==> src/hw/rtl/complex_arith_unit_macros.svh <==
// Assertion helpers shared by the RTL that checks itself.
`ifndef COMPLEX_ARITH_UNIT_MACROS_SVH
`define COMPLEX_ARITH_UNIT_MACROS_SVH

// Same-cycle implication, checked at every rising edge outside reset.
`define CAU_ASSERT_IMP(lbl, ante, cons) \
  lbl: assert property (@(posedge clk) disable iff (rst) (ante) |-> (cons)) \
    else $error("complex_arith_unit: same-cycle check failed");

// Next-cycle implication, checked at every rising edge outside reset.
`define CAU_ASSERT_NXT(lbl, ante, cons) \
  lbl: assert property (@(posedge clk) disable iff (rst) (ante) |=> (cons)) \
    else $error("complex_arith_unit: next-cycle check failed");

`endif

==> src/hw/rtl/cau_pkg.sv <==
package cau_pkg;

  localparam int Q_W          = 16;
  localparam int FRAC_BITS_DEF = 12;
  // Quotient bits kept by the divider: enough to tell any overflow of 16 bits.
  localparam int Q_BITS       = 17;
  localparam int SQ_BITS      = 16;

  localparam logic [2:0] OP_ADD  = 3'd0;
  localparam logic [2:0] OP_SUB  = 3'd1;
  localparam logic [2:0] OP_MUL  = 3'd2;
  localparam logic [2:0] OP_DIV  = 3'd3;
  localparam logic [2:0] OP_CONJ = 3'd4;
  localparam logic [2:0] OP_MAG  = 3'd5;
  localparam logic [2:0] OP_LESS = 3'd6;
  localparam logic [2:0] OP_GRTR = 3'd7;

  localparam logic [1:0] ST_OK  = 2'd0;
  localparam logic [1:0] ST_DZ  = 2'd1;
  localparam logic [1:0] ST_SAT = 2'd2;

  // Data carried through the divide and square-root steps.
  typedef struct packed {
    logic [2:0]         op;
    logic signed [15:0] res_r;
    logic signed [15:0] res_i;
    logic [1:0]         status;
    logic               cmp;
    logic               dz;
    logic               sgn_r;
    logic               sgn_i;
    logic               ovf_r;
    logic               ovf_i;
    logic [31:0]        den;
    logic [31:0]        num_r;
    logic [31:0]        num_i;
    logic [31:0]        rem_r;
    logic [31:0]        rem_i;
    logic [16:0]        q_r;
    logic [16:0]        q_i;
    logic [31:0]        sq_v;
    logic [17:0]        sq_rem;
    logic [15:0]        sq_root;
  } pipe_t;

  // Saturates a wide signed value to 16 bits; the top bit flags saturation.
  function automatic logic [16:0] clamp34(input logic signed [33:0] x);
    logic [16:0] r;
    if (x > 34'sd32767) begin
      r = {1'b1, 16'h7FFF};
    end else if (x < -34'sd32768) begin
      r = {1'b1, 16'h8000};
    end else begin
      r = {1'b0, x[15:0]};
    end
    return r;
  endfunction

endpackage

==> src/hw/rtl/cau_step.sv <==
// One pipeline step: one quotient bit for both division parts and, where BIT
// is below SQ_BITS, one root bit for the square root.
module cau_step #(
  parameter int FRAC_BITS = cau_pkg::FRAC_BITS_DEF,
  parameter int BIT       = 0
) (
  input  logic           clk,
  input  logic           rst,
  input  logic           en,
  input  logic           vin,
  input  cau_pkg::pipe_t din,
  output logic           vout,
  output cau_pkg::pipe_t dout
);

  localparam bit DUSE = BIT >= FRAC_BITS;
  localparam int DIDX = DUSE ? BIT - FRAC_BITS : 0;
  localparam bit SUSE = BIT < cau_pkg::SQ_BITS;
  localparam int SIDX = SUSE ? 2 * BIT + 1 : 1;

  cau_pkg::pipe_t d_next;
  logic           db_r;
  logic           db_i;
  logic [32:0]    tr_r;
  logic [32:0]    tr_i;
  logic [19:0]    srem;
  logic [19:0]    strial;

  always_comb begin
    d_next = din;
    // Bring down the next dividend bit; dividend is the numerator shifted up.
    db_r = DUSE ? din.num_r[DIDX] : 1'b0;
    db_i = DUSE ? din.num_i[DIDX] : 1'b0;
    tr_r = {din.rem_r, db_r};
    tr_i = {din.rem_i, db_i};
    if (tr_r >= {1'b0, din.den}) begin
      d_next.rem_r = 32'(tr_r - {1'b0, din.den});
      d_next.q_r   = {din.q_r[15:0], 1'b1};
    end else begin
      d_next.rem_r = tr_r[31:0];
      d_next.q_r   = {din.q_r[15:0], 1'b0};
    end
    if (tr_i >= {1'b0, din.den}) begin
      d_next.rem_i = 32'(tr_i - {1'b0, din.den});
      d_next.q_i   = {din.q_i[15:0], 1'b1};
    end else begin
      d_next.rem_i = tr_i[31:0];
      d_next.q_i   = {din.q_i[15:0], 1'b0};
    end
    // Square root: take the next bit pair and try the trial subtrahend.
    srem   = {din.sq_rem, din.sq_v[SIDX -: 2]};
    strial = {2'b00, din.sq_root, 2'b01};
    if (SUSE) begin
      if (srem >= strial) begin
        d_next.sq_rem  = 18'(srem - strial);
        d_next.sq_root = {din.sq_root[14:0], 1'b1};
      end else begin
        d_next.sq_rem  = srem[17:0];
        d_next.sq_root = {din.sq_root[14:0], 1'b0};
      end
    end
  end

  always_ff @(posedge clk) begin
    if (rst) begin
      vout <= 1'b0;
    end else if (en) begin
      vout <= vin;
    end
  end

  always_ff @(posedge clk) begin
    if (en) begin
      dout <= d_next;
    end
  end

endmodule

==> config.mk <==
export PLATFORM = sky130hd
export DESIGN_NAME = cau_step
export DESIGN_NICKNAME = d
export VERILOG_FILES = /design/src/hw/rtl/complex_arith_unit_macros.svh /design/src/hw/rtl/cau_pkg.sv /design/src/hw/rtl/cau_step.sv
export SDC_FILE = /design/constraint.sdc
export NUM_CORES = 1
export LEC_CHECK = 0
export BUFFER_PORTS_ARGS = -buffer_cell sky130_fd_sc_hd__buf_2
export CAP_MARGIN = 20
export CORE_AREA = 2 2 238 240
export CTS_CLUSTER_DIAMETER = 40
export DETAILED_ROUTE_END_ITERATION = 10
export DIE_AREA = 0 0 240 242
export GPL_ROUTABILITY_DRIVEN = 0
export GPL_TIMING_DRIVEN = 1
export SLEW_MARGIN = 40
export SYNTH_ARGS = -nofsm -noshare
export SYNTH_HDL_FRONTEND = slang
export SYNTH_SLANG_ARGS = --single-unit
==> constraint.sdc <==
create_clock -name clk -period 4.82 [get_ports clk]
set_input_delay 0.964 -clock clk [delete_from_list [all_inputs] [get_ports clk]]
set_output_delay 0.964 -clock clk [all_outputs]
set_load 0.1 [all_outputs]
==> results of run 1 <==
logic make-up after synthesis:
group           count (synthesis)  share of synthesized area [%]
compound gates                294                           12.9
mux                            27                           2.25
xor+xnor                       61                           3.69
fa+ha+maj                      84                           7.35
simple gates                  243                           7.69
buf+inv                       114                           3.25
flops                         304                           62.9
placed cells by master, fill, tap and decap left out, types with 5 or more instances in the layout:
cell type,n
a21o_1,29
xnor2_1,38
inv_6,19
clkinv_4,5
o21a_1,11
nor3_1,18
mux2_2,13
o21ai_0,47
clkbuf_16,58
buf_2,607
inv_8,6
edfxtp_1,303
nand4_1,19
xor2_1,23
o211ai_1,10
ha_1,82
nand3_1,19
buf_4,16
nand2_1,60
a21oi_1,114
o21bai_1,10
a31oi_1,10
nor2_1,89
o31ai_1,10
clkinv_2,8
nor2b_1,8
a211oi_1,6
mux2_4,7
inv_1,76
registers in the layout (all words and copies together), names as in the netlist:
name / flops
dout: 303
vout: 1
metrics by stage:
stage	utilization [%]	std cells
finish	36.7	2587
detailed placement	33.2	2473
global route	36.7	2584
CTS	36.7	2583
global placement	33.2	2473
floorplan	-	1127
per-layer routing:
metal	vias to the layer above	part of all wire (%)
met1	5600	41
li1	5579	-
met2	538	47
met5	-	0.19
met3	102	9.5
met4	16	2.5
cell usage after synthesis, types with 10 or more instances:
cell        n  share of area [%]
xor2_1     23                1.4
nor2_1     89                2.3
a21o_1     29                1.5
nand3_1    19               0.66
o21a_1     11               0.57
inv_1      76                2.0
o21ai_0    47                1.6
a21oi_1   114                3.9
o31ai_1    10               0.52
o21bai_1   10               0.52
nand4_1    19               0.82
nand2_1    60                1.6
xnor2_1    38                2.3
a31oi_1    10               0.43
clkbuf_1   24               0.62
mux2_2     13                1.0
ha_1       82                7.1
o211ai_1   10               0.52
edfxtp_1  303                 63
nor3_1     18               0.62
cell type report:
cell class | count | area (um^2) | share of cell area, %
sequential | 304 | 9120 | 44.6
clock buffer | 62 | 1470 | 7.17
inverter | 78 | 295 | 1.44
clock inverter | 48 | 484 | 2.37
tap | 756 | 946 | 4.63
multi-input combinational | 709 | 4920 | 24.0
antenna | 4 | 10.0 | 0.0489
timing repair buffer | 626 | 3210 | 15.7
worst max-delay path: stages:
cell and delay [ps]:
buf_2 100, inv_1 90, ha_1 470, nand2_1 80
o211ai_1 200, a221oi_1 120, buf_4 170, o211ai_1 300
a211oi_1 190, o31ai_1 500, a31o_4 550, mux2_2 390
worst paths after layout:
kind                               start  cells after the start         to
worst max-delay path            din[238]                     12  dout[112]
worst min register to register      vout                      2       vout
worst max register to register      vout                      2       vout
worst min-delay path                vout                      2       vout
power breakdown:
part	switching, mW	internal, mW
clock network	1.53	2.49
logic	2.65	0.609
registers	0.0717	3.24
total	4.25	6.34
==> run summary, run 1 <==
Crit path max fanout: 37
Fillers: 5,509
DIE AREA: 58,100 um^2
Core Box Area: 55,700 um^2
Slew Viols, Final: 0
Vias per std cell: 4.57
Placed cell area: 18,500 um^2
DRT Wirelength: 50,500 um
Unrepaired setup endpoints after global routing: no
Max cap viols: 0
Cell Pwr Density: 518 nW/um^2
Post-synth EDFFs: 303
Crit Path Category: in -> reg
Met2 usage: 26.7%
Syn. warnings: 0
Clock slew at reported path FFs: 50 ps
CP Launch Type: input pin
Fin crit share: 78.6%
Antenna violations before repair: 17
Met3 usage: 5.41%
Top Ports: 611
Final WS setup: 1030 ps
Largest net degree at the start of global routing: 101
Setup-failing EPs final: 0
Synthesized area: 14,500 um^2
Clock buffer depth: 3
Via count: 11,800
Avg WL per Cell: 19.5 um
F_max: 0.264 GHz
CTS buffer count: 58
CTS Sinks: 304
Resized Gates After CTS: 0
Post-route antenna net violation count: 0
Post-synthesis register bit count: 304
Top_reg_cell synth: edfxtp_1
Row Count: 87
Final hold violations: 0
P&R area growth vs syn: 41.1%
Setup TNS: 0 ps
Final Net Count: 2,168
Max H-tree Level: 2
Drt pass-1 iters: 7
Worst hold path type: reg -> reg
Post-CTS Setup Inserts: 0
Grt ovf: 0
Global-route wire length before repair: 71,300 um
GRT Total Usage: 16.4%
Clk_skew: 0 ps
Most crowded layer after global routing: met2
Crit end category: flip-flop
Vias in the first global route: 11,300
Relative slew slack: 51.8%
Worst hold slack: 493 ps
Chip Width: 240 um
Netlist cell types: 66
Syn Inst Count: 1,127
Leak: 8.92 nW
CTS tree: done
Hold Buf Count CTS: 0
Worst Max-Slew Pin Slew: 713 ps
Async S/R FF share, synth: 0%
Worst-Skew Late Latency: 580 ps
Share of cells above drive strength 1: 42.1%
Worst vdd ir: 332 uV
R2R setup slack: 4240 ps
Buffers added on ports: 608
Post-route design area: 20,400 um^2
Syn Area/Cell: 12.9 um^2
Die Span Y: 242 um
Dpl ws: 298 ps
Hpwl dp: 40,400 um
Worst EP arrival: 4130 ps
First DRT Iteration DRCs: 801
Residual DRC count: 0
Root Driver: clkbuf_16
Tmin final: 3790 ps
Initial Util: 26.0%
Outcome: complete, no violations
Power Total: 10.6 mW
Met1 usage: 20.7%
Post-Synthesis Net Count: 1,518
Sequential-to-total area share from yosys stat: 62.9%
Worst path required time: 5160 ps
(Power assumes the default switching activity.)
==> run 2, diff against run 1 <==
==> constraint.sdc (replaced) <==
create_clock -name clk -period 3.8 [get_ports clk]
set_input_delay 0.76 -clock clk [delete_from_list [all_inputs] [get_ports clk]]
set_output_delay 0.76 -clock clk [all_outputs]
set_load 0.1 [all_outputs]
==> run summary, run 2 (synthesis results as in run 1) <==
Crit-path max cell delay: 510 ps (was 550 ps)
Post-CTS Setup Inserts: 0 (unchanged)
Row Count: 87 (unchanged)
Met2 WL post-DR: 23,500 um (unchanged)
Worst vdd ir: 406 uV (was 332 uV)
DRT Wirelength: 51,000 um (was 50,500 um)
Initial Util: 26.0% (unchanged)
Avg WL per Cell: 19.2 um (was 19.5 um)
CTS tree: done (unchanged)
Worst EP arrival: 3760 ps (was 4130 ps)
Cell Pwr Density: 646 nW/um^2 (was 518 nW/um^2)
GRT Total Usage: 16.7% (was 16.4%)
Worst r2r src: vout (unchanged)
Antenna violations before repair: 24 (was 17)
Vias in the first global route: 11,800 (was 11,300)
Placed cell area: 19,000 um^2 (was 18,500 um^2)
Via count: 12,000 (was 11,800)
Resized Gates After CTS: 0 (unchanged)
Share of cells above drive strength 1: 43.6% (was 42.1%)
CP max-delay cell: a221oi_1 (was a31o_4)
CTS Sinks: 304 (unchanged)
Hold Path Cell Cnt: 2 (unchanged)
Leak: 9.20 nW (was 8.92 nW)
Number of flip-flops in the largest register: 303 (unchanged)
P&R area growth vs syn: 44.6% (was 41.1%)
Post-route antenna net violation count: 0 (unchanged)
Hold EP: vout (unchanged)
Tmin final: 3410 ps
Top Ports: 611 (unchanged)
Core Box Area: 55,700 um^2 (unchanged)
Worst hold slack: 308 ps (was 493 ps)
F_max: 0.293 GHz
R2R cell count: 2 (unchanged)
First DRT Iteration DRCs: 859 (was 801)
Setup-failing EPs final: 0 (unchanged)
Final hold violations: 0 (unchanged)
Slew Viols, Final: 0 (unchanged)
Final WS setup: 390 ps (was 1030 ps)
Clk_skew: 0 ps (unchanged)
Top Layer Used: met5 (unchanged)
CP Launch Type: input pin (unchanged)
Critical path's most frequent cell: o211ai_1 (unchanged)
Dpl ws: -94.0 ps (was 298 ps)
Crit end category: flip-flop (unchanged)
Worst-Skew Late Latency: 600 ps (was 580 ps)
Vias per std cell: 4.50 (was 4.57)
Grt ovf: 0 (unchanged)
Worst path required time: 4150 ps (was 5160 ps)
Top flop regs: dout (303), vout (1) (unchanged)
Hpwl dp: 41,100 um (was 40,400 um)
Post-route design area: 21,000 um^2 (was 20,400 um^2)
Max cap viols: 0 (unchanged)
CTS buffer count: 60 (was 58)
Worst hold path type: in -> reg (was reg -> reg)
Most frequent cells in the layout: buf_2 (607), edfxtp_1 (303), a21oi_1 (114) (unchanged)
Worst Hold Launch: rst (was vout)
Residual DRC count: 0 (unchanged)
Worst R2R End: vout (unchanged)
Global-route wire length before repair: 72,400 um (was 71,300 um)
Chip Width: 240 um (unchanged)
Final Net Count: 2,228 (was 2,168)
Clock buffer depth: 3 (unchanged)
CP Cell Sequence: buf_2, inv_1, ha_1, a21oi_2, o211ai_1, a221oi_1, o211ai_1, a211oi_1, o31ai_1, a31o_2, buf_12, buf_4, nor2_1, a21oi_1 (was buf_2, inv_1, ha_1, nand2_1, o211ai_1, a221oi_1, buf_4, o211ai_1, a211oi_1, o31ai_1, a31o_4, mux2_2)
Buffers added on ports: 608 (unchanged)
Clock slew at reported path FFs: 50 ps (about the same)
DIE AREA: 58,100 um^2 (unchanged)
Root Driver: clkbuf_16 (unchanged)
Wl on met1: 21,300 um (was 20,900 um)
Met3 routed WL: 4540 um (was 4810 um)
Post-route insts no fill: 2,658 (was 2,587)
Die Span Y: 242 um (unchanged)
Unrepaired setup endpoints after global routing: no (unchanged)
Largest net degree at the start of global routing: 78 (was 101)
Leading cell type in the layout, fill and taps excluded: buf_2 (unchanged)
Cells after DPL: 2,531 (was 2,473)
Outcome: complete, no violations (unchanged)
Crit path max fanout: 20 (was 37)
Worst Max-Slew Pin Slew: 711 ps (was 713 ps)
Drt pass-1 iters: 7 (unchanged)
Fin crit share: 89.7%
Largest reg by FF count: dout (unchanged)
R2R setup slack: 3210 ps (was 4240 ps)
Crit Path Category: in -> reg (unchanged)
Max H-tree Level: 2 (unchanged)
Hold Buf Count CTS: 0 (unchanged)
Relative slew slack: 52.6% (was 51.8%)
-- run 2: cell types whose count changed in the layout (fill, tap and decap cells not counted) --
cell,delta
a31o_2,+1
a31o_4,-1
buf_12,+3
buf_4,+55
clkbuf_1,+3
clkbuf_16,+2
clkinv_1,+4
clkinv_2,-1
clkinv_4,-3
clkinvlp_4,+5
diode_2,+10
inv_16,+1
inv_6,-6
inv_8,-2
-- run 2: power breakdown --
group	internal (mW)	total, mW	switching, mW	leakage [nW]
combinational	0.841	4.21	3.37	5.28
sequential	4.11	4.21	0.101	2.98
clock	3.22	5.12	1.90	0.950
total	8.17	13.5	5.37	9.20
-- run 2: routing by layer --
layer | vias up | track usage (%)
li1 | 5708 | -
met1 | 5639 | 21.0
met2 | 512 | 26.6
met3 | 100 | 5.06
met4 | 8 | 6.78
met5 | - | 0
-- run 2: worst max-delay path, delay by kind of cell --
| family | cells | cell delay (ps) |
|---|---|---|
| buf+inv | 4 | 550 |
| fa+ha+maj | 1 | 350 |
| simple gates | 1 | 80 |
| compound gates | 8 | 1980 |
-- run 2: cell type report --
cell class	count	area (um^2)
Tap cell	756	946
Timing Repair Buffer	684	3690
Inverter	78	295
Antenna cell	14	35.0
Fill cell	5479	34800
Clock inverter	46	450
Multi-Input combinational cell	709	4910
Clock buffer	67	1530
Sequential cell	304	9120
-- run 2: worst max-delay path by stage --
stage | start | endpoint | slack [ps] | cells past startpoint
CTS | din[238] | dout[111] | 530 | 14
floorplan | din[7] | dout[24] | 280 | 14
finish | din[238] | dout[111] | 390 | 14
global placement | din[238] | dout[110] | -100 | 14
global route | din[238] | dout[131] | 150 | 13
detailed placement | din[238] | dout[100] | -90 | 13
-- run 2: per-stage QoR --
step	setup TNS [ps]	util (%)	power (mW)
4_1_cts	0	37.6	13.7
3_3_place_gp	-1550	34.0	8.46
2_1_floorplan	0	-	7.51
3_5_place_dp	-1510	34.0	8.49
6_report	0	37.6	13.5
5_1_grt	0	37.6	14.0
